--- config.mk ---
export PLATFORM = sky130hd
export DESIGN_NAME = sha256_stream_hasher_core_flat
export DESIGN_NICKNAME = d
export VERILOG_FILES = /design/src/rtl/shs_pkg.sv /design/src/rtl/shs_in_if.sv /design/src/rtl/shs_out_if.sv /design/src/rtl/sha256_stream_hasher_core.sv /design/src/rtl/shs_round.sv /design/src/rtl/shs_ctrl.sv /design/src/flat_wrapper.sv
export SDC_FILE = /design/constraint.sdc
export NUM_CORES = 2
export LEC_CHECK = 0
export BUFFER_PORTS_ARGS = -buffer_cell sky130_fd_sc_hd__buf_2
export CAP_MARGIN = 25
export CELL_PAD_IN_SITES_DETAIL_PLACEMENT = 1
export CELL_PAD_IN_SITES_GLOBAL_PLACEMENT = 2
export CORE_MARGIN = 8
export CORE_UTILIZATION = 30
export DETAILED_ROUTE_END_ITERATION = 8
export PLACE_DENSITY_LB_ADDON = 0.1
export SETUP_SLACK_MARGIN = 0.02
export SYNTH_ARGS = -nofsm -noshare
export SYNTH_HDL_FRONTEND = slang
export SYNTH_SLANG_ARGS = --single-unit
--- constraint.sdc ---
create_clock -name clk -period 41 [get_ports clk]
set_input_delay 4.1 -clock clk [delete_from_list [all_inputs] [get_ports clk]]
set_output_delay 4.1 -clock clk [all_outputs]
set_load 0.01 [all_outputs]
--- src/rtl/shs_pkg.sv ---
// Package for the SHA-256 stream hasher: constants, round table, control types.
package shs_pkg;

  localparam int unsigned BlockBits = 512;
  localparam int unsigned LenBits   = 61;

  localparam logic [5:0] FillLast = 6'd63;
  localparam logic [5:0] FillLen  = 6'd56;
  localparam logic [5:0] RndLast  = 6'd63;
  localparam logic [1:0] WordLast = 2'd3;

  localparam logic [7:0] PadMark = 8'h80;
  localparam logic [7:0] PadZero = 8'h00;

  typedef logic [7:0][31:0] word_vec_t;

  localparam logic [31:0] IV [8] = '{
    32'h6a09e667, 32'hbb67ae85, 32'h3c6ef372, 32'ha54ff53a,
    32'h510e527f, 32'h9b05688c, 32'h1f83d9ab, 32'h5be0cd19};

  localparam logic [31:0] ROUND_K [64] = '{
    32'h428a2f98, 32'h71374491, 32'hb5c0fbcf, 32'he9b5dba5,
    32'h3956c25b, 32'h59f111f1, 32'h923f82a4, 32'hab1c5ed5,
    32'hd807aa98, 32'h12835b01, 32'h243185be, 32'h550c7dc3,
    32'h72be5d74, 32'h80deb1fe, 32'h9bdc06a7, 32'hc19bf174,
    32'he49b69c1, 32'hefbe4786, 32'h0fc19dc6, 32'h240ca1cc,
    32'h2de92c6f, 32'h4a7484aa, 32'h5cb0a9dc, 32'h76f988da,
    32'h983e5152, 32'ha831c66d, 32'hb00327c8, 32'hbf597fc7,
    32'hc6e00bf3, 32'hd5a79147, 32'h06ca6351, 32'h14292967,
    32'h27b70a85, 32'h2e1b2138, 32'h4d2c6dfc, 32'h53380d13,
    32'h650a7354, 32'h766a0abb, 32'h81c2c92e, 32'h92722c85,
    32'ha2bfe8a1, 32'ha81a664b, 32'hc24b8b70, 32'hc76c51a3,
    32'hd192e819, 32'hd6990624, 32'hf40e3585, 32'h106aa070,
    32'h19a4c116, 32'h1e376c08, 32'h2748774c, 32'h34b0bcb5,
    32'h391c0cb3, 32'h4ed8aa4a, 32'h5b9cca4f, 32'h682e6ff3,
    32'h748f82ee, 32'h78a5636f, 32'h84c87814, 32'h8cc70208,
    32'h90befffa, 32'ha4506ceb, 32'hbef9a3f7, 32'hc67178f2};

  typedef enum logic [2:0] {
    ST_IDLE,
    ST_ROUND,
    ST_FOLD,
    ST_PAD,
    ST_EMIT
  } state_t;

  typedef enum logic [1:0] {
    SRC_DATA,
    SRC_MARK,
    SRC_ZERO
  } byte_src_t;

  typedef struct packed {
    logic      in_ready;
    logic      shift_en;
    byte_src_t shift_src;
    logic      count_en;
    logic      len_load;
    logic      vars_load;
    logic      round_en;
    logic [5:0] rnd;
    logic      fold;
    logic      out_valid;
    logic [1:0] out_index;
    logic      restart;
  } ctl_t;

endpackage

--- src/rtl/shs_in_if.sv ---
// Input channel interface: one message byte item per handshake.
interface shs_in_if;
  logic       valid;
  logic       ready;
  logic [7:0] data_byte;
  logic       has_byte;
  logic       end_of_message;

  modport source (output valid, output data_byte, output has_byte, output end_of_message,
                  input ready);
  modport sink (input valid, input data_byte, input has_byte, input end_of_message,
                output ready);
endinterface

--- src/rtl/shs_out_if.sv ---
// Output channel interface: one 64-bit digest word item per handshake.
interface shs_out_if;
  logic        valid;
  logic        ready;
  logic [63:0] digest_word;
  logic [1:0]  word_index;
  logic        last_word;

  modport source (output valid, output digest_word, output word_index, output last_word,
                  input ready);
  modport sink (input valid, input digest_word, input word_index, input last_word,
                output ready);
endinterface

--- src/rtl/sha256_stream_hasher_core.sv ---
// Top level of the byte-serial SHA-256 stream hasher.
//
// The msg channel takes one item per handshake: an optional message byte
// (has_byte) and an end_of_message flag. Bytes pack big-endian into a
// 64-byte block held in a 512-bit shift register that also serves as the
// 16-word message schedule window during compression.
// Byte items are taken one per cycle while msg.ready is high. When a block
// fills, msg.ready drops while it compresses: 64 rounds through the single
// shared round unit, one per cycle, then a fold step that adds the working
// variables into the hash state.
// On end_of_message the sequencer shifts in 0x80 and zero bytes one per
// cycle up to byte 56 (compressing an extra block when the message leaves
// 56 or more bytes in the last block), loads the 64-bit bit length, and
// compresses once more. The digest channel then presents four 64-bit words,
// most significant first, word_index 0 to 3, last_word on the fourth.
// While the receiver stalls, the current word holds and no input is taken.
// After the fourth word is accepted the hash state returns to the initial
// value and byte count to zero, exactly as after reset (rst, synchronous).
module sha256_stream_hasher_core (
  input logic       clk,
  input logic       rst,
  shs_in_if.sink    msg,
  shs_out_if.source digest
);

  shs_pkg::ctl_t       ctl;
  shs_pkg::word_vec_t  vars;
  shs_pkg::word_vec_t  vars_next;
  logic [shs_pkg::BlockBits-1:0] blk;
  logic [31:0]         hs [8];
  logic [shs_pkg::LenBits-1:0] byte_count;
  logic [31:0]         w_new;
  logic [7:0]          shift_byte;
  logic [2:0]          hi_sel;
  logic [2:0]          lo_sel;

  shs_ctrl u_ctrl (
    .clk            (clk),
    .rst            (rst),
    .in_valid       (msg.valid),
    .has_byte       (msg.has_byte),
    .end_of_message (msg.end_of_message),
    .out_ready      (digest.ready),
    .ctl            (ctl)
  );

  // Schedule taps: word 0 is the word consumed by the current round.
  shs_round u_round (
    .v      (vars),
    .k      (shs_pkg::ROUND_K[ctl.rnd]),
    .w0     (blk[511:480]),
    .w1     (blk[479:448]),
    .w9     (blk[223:192]),
    .w14    (blk[63:32]),
    .v_next (vars_next),
    .w_new  (w_new)
  );

  always_comb begin
    unique case (ctl.shift_src)
      shs_pkg::SRC_DATA: shift_byte = msg.data_byte;
      shs_pkg::SRC_MARK: shift_byte = shs_pkg::PadMark;
      shs_pkg::SRC_ZERO: shift_byte = shs_pkg::PadZero;
      default:           shift_byte = shs_pkg::PadZero;
    endcase
  end

  // Block buffer and schedule window; no reset, every byte is written
  // before the block is compressed. The buffer holds when nothing shifts.
  always_ff @(posedge clk) begin
    if (ctl.round_en) begin
      blk <= {blk[479:0], w_new};
    end else if (ctl.len_load) begin
      blk <= {blk[447:0], byte_count, 3'b000};
    end else if (ctl.shift_en) begin
      blk <= {blk[503:0], shift_byte};
    end
  end

  // Working variables a..h.
  always_ff @(posedge clk) begin
    if (ctl.vars_load) begin
      for (int i = 0; i < 8; i++) begin
        vars[i] <= hs[i];
      end
    end else if (ctl.round_en) begin
      vars <= vars_next;
    end
  end

  always_ff @(posedge clk) begin
    if (rst || ctl.restart) begin
      for (int i = 0; i < 8; i++) begin
        hs[i] <= shs_pkg::IV[i];
      end
    end else if (ctl.fold) begin
      for (int i = 0; i < 8; i++) begin
        hs[i] <= hs[i] + vars[i];
      end
    end
  end

  // Message length in bytes, wrapping modulo 2^61.
  always_ff @(posedge clk) begin
    if (rst || ctl.restart) begin
      byte_count <= '0;
    end else if (ctl.count_en) begin
      byte_count <= byte_count + {{(shs_pkg::LenBits-1){1'b0}}, 1'b1};
    end
  end

  assign hi_sel = {ctl.out_index, 1'b0};
  assign lo_sel = {ctl.out_index, 1'b1};

  assign msg.ready          = ctl.in_ready;
  assign digest.valid       = ctl.out_valid;
  assign digest.digest_word = {hs[hi_sel], hs[lo_sel]};
  assign digest.word_index  = ctl.out_index;
  assign digest.last_word   = ctl.out_index == shs_pkg::WordLast;

`ifndef SYNTHESIS
  a_no_input_while_emit: assert property (@(posedge clk) disable iff (rst)
    digest.valid |-> !msg.ready)
    else $error("input accepted while digest pending");
  a_restart_iv: assert property (@(posedge clk) disable iff (rst)
    (digest.valid && digest.ready && digest.last_word) |=>
      (hs[0] == shs_pkg::IV[0] && hs[7] == shs_pkg::IV[7] && byte_count == '0))
    else $error("hash state not restarted after digest");
  a_word_order: assert property (@(posedge clk) disable iff (rst)
    (digest.valid && digest.ready && !digest.last_word) |=>
      (digest.valid && digest.word_index == $past(digest.word_index) + 2'd1))
    else $error("digest words out of order");
`endif

endmodule

--- src/rtl/shs_round.sv ---
// One SHA-256 compression round and one message schedule step.
module shs_round (
  input  shs_pkg::word_vec_t v,
  input  logic [31:0]        k,
  input  logic [31:0]        w0,
  input  logic [31:0]        w1,
  input  logic [31:0]        w9,
  input  logic [31:0]        w14,
  output shs_pkg::word_vec_t v_next,
  output logic [31:0]        w_new
);

  logic [31:0] big_s0;
  logic [31:0] big_s1;
  logic [31:0] choose;
  logic [31:0] major;
  logic [31:0] t1;
  logic [31:0] t2;
  logic [31:0] small_s0;
  logic [31:0] small_s1;

  // v[0] is a, v[7] is h.
  always_comb begin
    big_s1 = {v[4][5:0], v[4][31:6]} ^ {v[4][10:0], v[4][31:11]} ^
             {v[4][24:0], v[4][31:25]};
    big_s0 = {v[0][1:0], v[0][31:2]} ^ {v[0][12:0], v[0][31:13]} ^
             {v[0][21:0], v[0][31:22]};
    choose = (v[4] & v[5]) ^ (~v[4] & v[6]);
    major  = (v[0] & v[1]) ^ (v[0] & v[2]) ^ (v[1] & v[2]);
    t1     = v[7] + big_s1 + choose + k + w0;
    t2     = big_s0 + major;

    v_next[0] = t1 + t2;
    v_next[1] = v[0];
    v_next[2] = v[1];
    v_next[3] = v[2];
    v_next[4] = v[3] + t1;
    v_next[5] = v[4];
    v_next[6] = v[5];
    v_next[7] = v[6];
  end

  // The schedule word sixteen places ahead of the one consumed this round.
  always_comb begin
    small_s0 = {w1[6:0], w1[31:7]} ^ {w1[17:0], w1[31:18]} ^ {3'b000, w1[31:3]};
    small_s1 = {w14[16:0], w14[31:17]} ^ {w14[18:0], w14[31:19]} ^ {10'd0, w14[31:10]};
    w_new    = w0 + small_s0 + w9 + small_s1;
  end

endmodule

--- src/rtl/shs_ctrl.sv ---
// Sequencer: byte fill, padding, round count and digest word emission.
module shs_ctrl (
  input  logic          clk,
  input  logic          rst,
  input  logic          in_valid,
  input  logic          has_byte,
  input  logic          end_of_message,
  input  logic          out_ready,
  output shs_pkg::ctl_t ctl
);

  shs_pkg::state_t state;
  shs_pkg::state_t state_next;
  logic [5:0] fill;
  logic [5:0] fill_next;
  logic [5:0] rnd;
  logic [5:0] rnd_next;
  logic [1:0] widx;
  logic [1:0] widx_next;
  logic       fin;
  logic       fin_next;
  logic       mark;
  logic       mark_next;
  logic       last;
  logic       last_next;

  always_ff @(posedge clk) begin
    if (rst) begin
      state <= shs_pkg::ST_IDLE;
      fill  <= 6'd0;
      rnd   <= 6'd0;
      widx  <= 2'd0;
      fin   <= 1'b0;
      mark  <= 1'b0;
      last  <= 1'b0;
    end else begin
      state <= state_next;
      fill  <= fill_next;
      rnd   <= rnd_next;
      widx  <= widx_next;
      fin   <= fin_next;
      mark  <= mark_next;
      last  <= last_next;
    end
  end

  // Next state.
  always_comb begin
    state_next = state;
    fill_next  = fill;
    rnd_next   = rnd;
    widx_next  = widx;
    fin_next   = fin;
    mark_next  = mark;
    last_next  = last;
    unique case (state)
      shs_pkg::ST_IDLE: begin
        if (in_valid) begin
          if (has_byte) begin
            fill_next = fill + 6'd1;
          end
          if (has_byte && fill == shs_pkg::FillLast) begin
            state_next = shs_pkg::ST_ROUND;
            rnd_next   = 6'd0;
            fin_next   = end_of_message;
          end else if (end_of_message) begin
            state_next = shs_pkg::ST_PAD;
            fin_next   = 1'b1;
          end
        end
      end
      shs_pkg::ST_ROUND: begin
        rnd_next = rnd + 6'd1;
        if (rnd == shs_pkg::RndLast) begin
          state_next = shs_pkg::ST_FOLD;
        end
      end
      shs_pkg::ST_FOLD: begin
        priority if (last) begin
          state_next = shs_pkg::ST_EMIT;
          widx_next  = 2'd0;
        end else if (fin) begin
          state_next = shs_pkg::ST_PAD;
        end else begin
          state_next = shs_pkg::ST_IDLE;
        end
      end
      shs_pkg::ST_PAD: begin
        if (mark && fill == shs_pkg::FillLen) begin
          fill_next  = 6'd0;
          last_next  = 1'b1;
          state_next = shs_pkg::ST_ROUND;
          rnd_next   = 6'd0;
        end else begin
          mark_next = 1'b1;
          fill_next = fill + 6'd1;
          if (fill == shs_pkg::FillLast) begin
            state_next = shs_pkg::ST_ROUND;
            rnd_next   = 6'd0;
          end
        end
      end
      shs_pkg::ST_EMIT: begin
        if (out_ready) begin
          widx_next = widx + 2'd1;
          if (widx == shs_pkg::WordLast) begin
            state_next = shs_pkg::ST_IDLE;
            fin_next   = 1'b0;
            mark_next  = 1'b0;
            last_next  = 1'b0;
          end
        end
      end
      default: begin
        state_next = shs_pkg::ST_IDLE;
      end
    endcase
  end

  // Outputs.
  always_comb begin
    ctl           = '0;
    ctl.shift_src = shs_pkg::SRC_DATA;
    ctl.rnd       = rnd;
    ctl.out_index = widx;
    unique case (state)
      shs_pkg::ST_IDLE: begin
        ctl.in_ready  = 1'b1;
        ctl.shift_en  = in_valid && has_byte;
        ctl.count_en  = in_valid && has_byte;
        ctl.vars_load = in_valid && has_byte && fill == shs_pkg::FillLast;
      end
      shs_pkg::ST_ROUND: begin
        ctl.round_en = 1'b1;
      end
      shs_pkg::ST_FOLD: begin
        ctl.fold = 1'b1;
      end
      shs_pkg::ST_PAD: begin
        if (mark && fill == shs_pkg::FillLen) begin
          ctl.len_load  = 1'b1;
          ctl.vars_load = 1'b1;
        end else begin
          ctl.shift_en  = 1'b1;
          ctl.shift_src = mark ? shs_pkg::SRC_ZERO : shs_pkg::SRC_MARK;
          ctl.vars_load = fill == shs_pkg::FillLast;
        end
      end
      shs_pkg::ST_EMIT: begin
        ctl.out_valid = 1'b1;
        ctl.restart   = out_ready && widx == shs_pkg::WordLast;
      end
      default: begin
        ctl.in_ready = 1'b0;
      end
    endcase
  end

`ifndef SYNTHESIS
  a_round_to_fold: assert property (@(posedge clk) disable iff (rst)
    (state == shs_pkg::ST_ROUND && rnd == shs_pkg::RndLast) |=> state == shs_pkg::ST_FOLD)
    else $error("last round not followed by fold");
  a_emit_fill_clear: assert property (@(posedge clk) disable iff (rst)
    state == shs_pkg::ST_EMIT |-> fill == 6'd0)
    else $error("block buffer not empty while emitting digest");
  a_final_fold_emits: assert property (@(posedge clk) disable iff (rst)
    (state == shs_pkg::ST_FOLD && last) |=> state == shs_pkg::ST_EMIT)
    else $error("final block did not lead to digest output");
`endif

endmodule
--- src/flat_wrapper.sv ---
// flat-port wrapper written by rule: the top's interface ports become plain ports
module sha256_stream_hasher_core_flat 
  (clk, rst, msg_valid, msg_data_byte, msg_has_byte, msg_end_of_message, msg_ready, digest_valid, digest_digest_word, digest_word_index, digest_last_word, digest_ready);
  shs_in_if msg_i ();
  shs_out_if digest_i ();
  input logic clk;
  input logic rst;
  input wire logic [$bits(msg_i.valid)-1:0] msg_valid;
  input wire logic [$bits(msg_i.data_byte)-1:0] msg_data_byte;
  input wire logic [$bits(msg_i.has_byte)-1:0] msg_has_byte;
  input wire logic [$bits(msg_i.end_of_message)-1:0] msg_end_of_message;
  output wire logic [$bits(msg_i.ready)-1:0] msg_ready;
  output wire logic [$bits(digest_i.valid)-1:0] digest_valid;
  output wire logic [$bits(digest_i.digest_word)-1:0] digest_digest_word;
  output wire logic [$bits(digest_i.word_index)-1:0] digest_word_index;
  output wire logic [$bits(digest_i.last_word)-1:0] digest_last_word;
  input wire logic [$bits(digest_i.ready)-1:0] digest_ready;
  assign msg_i.valid = msg_valid;
  assign msg_i.data_byte = msg_data_byte;
  assign msg_i.has_byte = msg_has_byte;
  assign msg_i.end_of_message = msg_end_of_message;
  assign msg_ready = msg_i.ready;
  assign digest_valid = digest_i.valid;
  assign digest_digest_word = digest_i.digest_word;
  assign digest_word_index = digest_i.word_index;
  assign digest_last_word = digest_i.last_word;
  assign digest_i.ready = digest_ready;
  sha256_stream_hasher_core u_core (.clk(clk), .rst(rst), .msg(msg_i), .digest(digest_i));
endmodule
==> flow_summary.json <==
{
  "status": "completed",
  "cts-resized-gates": 0,
  "hold_start": "u_core.u_ctrl.fin$_SDFFE_PP0P_",
  "cts-root-buf": "clkbuf_16",
  "async_reset_ff_share_pct": 0,
  "synth-edff-count": 1024,
  "nets": 8816,
  "drive_gt1_share_pct": 6.42,
  "cp_max_fo": 21,
  "cts_buffers": 153,
  "yosys_warnings": 0,
  "vias_per_cell": 5.33,
  "insertion_delay_ns": 0.81,
  "final.fill_count": 29200,
  "rsz0062_at_grt": "false",
  "grt_max_degree": 188,
  "mappedNetlistArea_um2": 77100,
  "start_util_pct": 30.1,
  "timing.slew.headroom_pct": 21.8,
  "routedWlPerCell_um": 26.6,
  "drt_first_pass_iters": 5,
  "crit_slowest_cell": "a221oi_1",
  "drc": 0,
  "path_clk_slew_ns": 0.06,
  "fin_crit_ns": 11.07,
  "grt_pass1_wl_mm": 457,
  "cts.path.max_buffers": 3,
  "cp.arrival_ns": 11.58,
  "final_common_cell": "nand2_1",
  "ys.flop_type": "edfxtp_1",
  "final_cell_mix": "nand2_1, edfxtp_1, nor2_1",
  "critPathBufInv": 5,
  "synth_cell_types": 100,
  "core_um2": 256000,
  "critical_path_depth": 38,
  "dp_hpwl_mm": 232,
  "hold_viol_final": 0,
  "gp_congestion": 0.896,
  "detail-route-antenna-nets": 0,
  "cts.sinks": 1107,
  "required_ns": 41.51,
  "grt-ovfl-total": 0,
  "hold_buffers": 0,
  "drv_slew": 0,
  "worst_pin_slew_ns": 1.17,
  "r2r_cells": 38,
  "ys_seq_area_share_pct": 42.0,
  "die_area_um2": 274000,
  "drt_iter0_drc": 3928,
  "std_cell_rows": 186,
  "fp.dieW_um": 523,
  "die_y_um": 523,
  "synthCells": 8396,
  "r2r_start": "u_core.u_ctrl.rnd[1]$_SDFFE_PP0P_",
  "syn_nets": 9003,
  "cap_violations": 0,
  "startpoint": "u_core.u_ctrl.rnd[1]$_SDFFE_PP0P_",
  "worstSetupPathType": "reg -> reg",
  "grt_pass1_vias": 65400,
  "skew_ns": 0.0345,
  "synth.avg_cell_area_um2": 9.19,
  "drt_wl_total_mm": 312,
  "fin_ws_ns": 29.93,
  "area_delta_synth_final_pct": 10.7,
  "final-setup-viol-count": 0,
  "antenna_found_initial": 11,
  "pre_cts_slack_ns": 29.96,
  "max_stage_delay_ns": 0.72,
  "port_buffers": 82,
  "cts_setup_buffers": 0,
  "critical_path.top_delay_family": "compound AO/OA/AOI/OAI gates",
  "via_count": 62400,
  "setup.worst_path.end": "u_core.vars[31]$_DFFE_PP_",
  "htree_num_levels": 4,
  "hp-class": "reg -> reg",
  "io_pins": 83,
  "worstReg2RegEnd": "u_core.vars[31]$_DFFE_PP_",
  "finalCritPeriodShare_pct": 27.0,
  "setup-tns-final_ns": 0,
  "regArea_um2": 32400,
  "multi_input_area_um2": 41900,
  "cp-start-kind": "flip-flop",
  "regToRegSetupSlack_ns": 29.93,
  "max_freq_mhz": 90.4,
  "synth_seq_cells": 1107,
  "cts_tree": "built",
  "worstSetupEndpointType": "flip-flop",
  "grt_use_total_pct": 22.3
}
==> cell type report <==
type | count | area share, %
Clock inverter | 56 | 0.538
Multi-Input combinational cell | 6525 | 49.1
Timing Repair Buffer | 184 | 1.54
Sequential cell | 1107 | 38.0
Antenna cell | 7 | 0.0205
Inverter | 238 | 1.06
Clock buffer | 212 | 4.77
Tap cell | 3384 | 4.96
==> worst min-delay path, delay by kind of cell (launching register included) <==
| kind | cells | cell delay, ns |
|---|---|---|
| AOI/OAI and AO/OA | 1 | 0.06 |
| DFF | 1 | 0.31 |
| and+or+nand+nor | 1 | 0.06 |
==> sequential cells by signal (all words and copies together), names as in the netlist, named ones only <==
signal,count
u_core.blk,512
u_core.u_ctrl.widx,2
u_core.u_ctrl.fill,6
u_core.u_ctrl.fin,1
u_core.hs,256
u_core.u_ctrl.state,3
u_core.vars,256
u_core.u_ctrl.rnd,6
u_core.u_ctrl.last,1
u_core.byte_count,61
u_core.u_ctrl.mark,1
==> kinds of logic (layout without fill, tap and decap cells) <==
family	count (synthesis)	count (layout)	synth area share, %
AND/OR/NAND/NOR	3437	3437	18.3
AO/OA/AOI/OAI	1741	1741	14.4
flip-flops	1107	1107	42.0
buffers and inverters	764	690	3.73
adder cells (fa/ha/maj)	619	619	11.9
XOR/XNOR	610	610	6.95
multiplexers	118	118	2.76
other	0	7	0
==> through the flow <==
stage | hold WS (ns) | util (%) | instance area, µm² | cells
after floorplan | 0.432 | - | 77100 | 8396
after detailed placement | 0.476 | 31.5 | 80800 | 11400
after global placement | 0.456 | 31.5 | 80800 | 11400
final | 0.484 | 33.3 | 85400 | 11700
after global routing | 0.523 | 33.3 | 85400 | 11700
after CTS | 0.483 | 33.3 | 85300 | 11700
==> Yosys cell counts, types with 8 or more instances <==
library cell | count | share of area, %
nand2_1 | 1967 | 9.6
edfxtp_1 | 1024 | 40
nor2_1 | 928 | 4.5
a31oi_1 | 542 | 4.4
clkbuf_1 | 480 | 2.3
xnor2_1 | 406 | 4.6
ha_1 | 398 | 6.5
a21oi_1 | 370 | 2.4
o21ai_0 | 276 | 1.8
inv_1 | 236 | 1.1
xor2_1 | 203 | 2.3
fa_1 | 195 | 5.1
a21o_1 | 178 | 1.7
nor3_1 | 108 | 0.70
dfxtp_1 | 83 | 2.2
nand3_1 | 80 | 0.52
mux4_2 | 73 | 2.1
nand2b_1 | 73 | 0.59
and3_1 | 58 | 0.47
o21a_1 | 58 | 0.56
nor2b_1 | 54 | 0.44
or3_1 | 43 | 0.35
a211oi_1 | 42 | 0.41
buf_1 | 42 | 0.20
nand4_1 | 39 | 0.32
o21bai_1 | 34 | 0.33
o211ai_1 | 31 | 0.30
mux2_2 | 28 | 0.41
maj3_1 | 26 | 0.34
o31ai_1 | 25 | 0.24
and2_1 | 21 | 0.17
mux2i_1 | 17 | 0.22
a21boi_0 | 16 | 0.16
o22ai_1 | 12 | 0.097
or2_2 | 11 | 0.089
a211o_1 | 10 | 0.11
a221o_1 | 9 | 0.12
nor3b_1 | 9 | 0.088
a221oi_1 | 8 | 0.091
nor4_1 | 8 | 0.065
o2111ai_1 | 8 | 0.091
o31a_1 | 8 | 0.091
o41ai_1 | 8 | 0.091
==> how the worst min path moves through the flow <==
stage | end | depth (start not counted)
2_1_floorplan | u_core.u_ctrl.fin$_SDFFE_PP0P_ | 2
3_3_place_gp | u_core.u_ctrl.fin$_SDFFE_PP0P_ | 2
3_5_place_dp | u_core.u_ctrl.fin$_SDFFE_PP0P_ | 2
4_1_cts | u_core.u_ctrl.fin$_SDFFE_PP0P_ | 2
5_1_grt | u_core.u_ctrl.fin$_SDFFE_PP0P_ | 2
6_report | u_core.u_ctrl.fin$_SDFFE_PP0P_ | 2
==> routing by layer <==
metal	track usage, %	vias to the layer above	wire length, µm
li1	-	29200	-
met1	28.7	31800	138000
met2	39.3	997	154000
met3	2.26	383	8490
met4	7.31	2	11800
met5	0	-	13
Power is left out: the tool's default activity adds up to more than one toggle a clock period on the data nets, which glitch-free logic cannot reach.
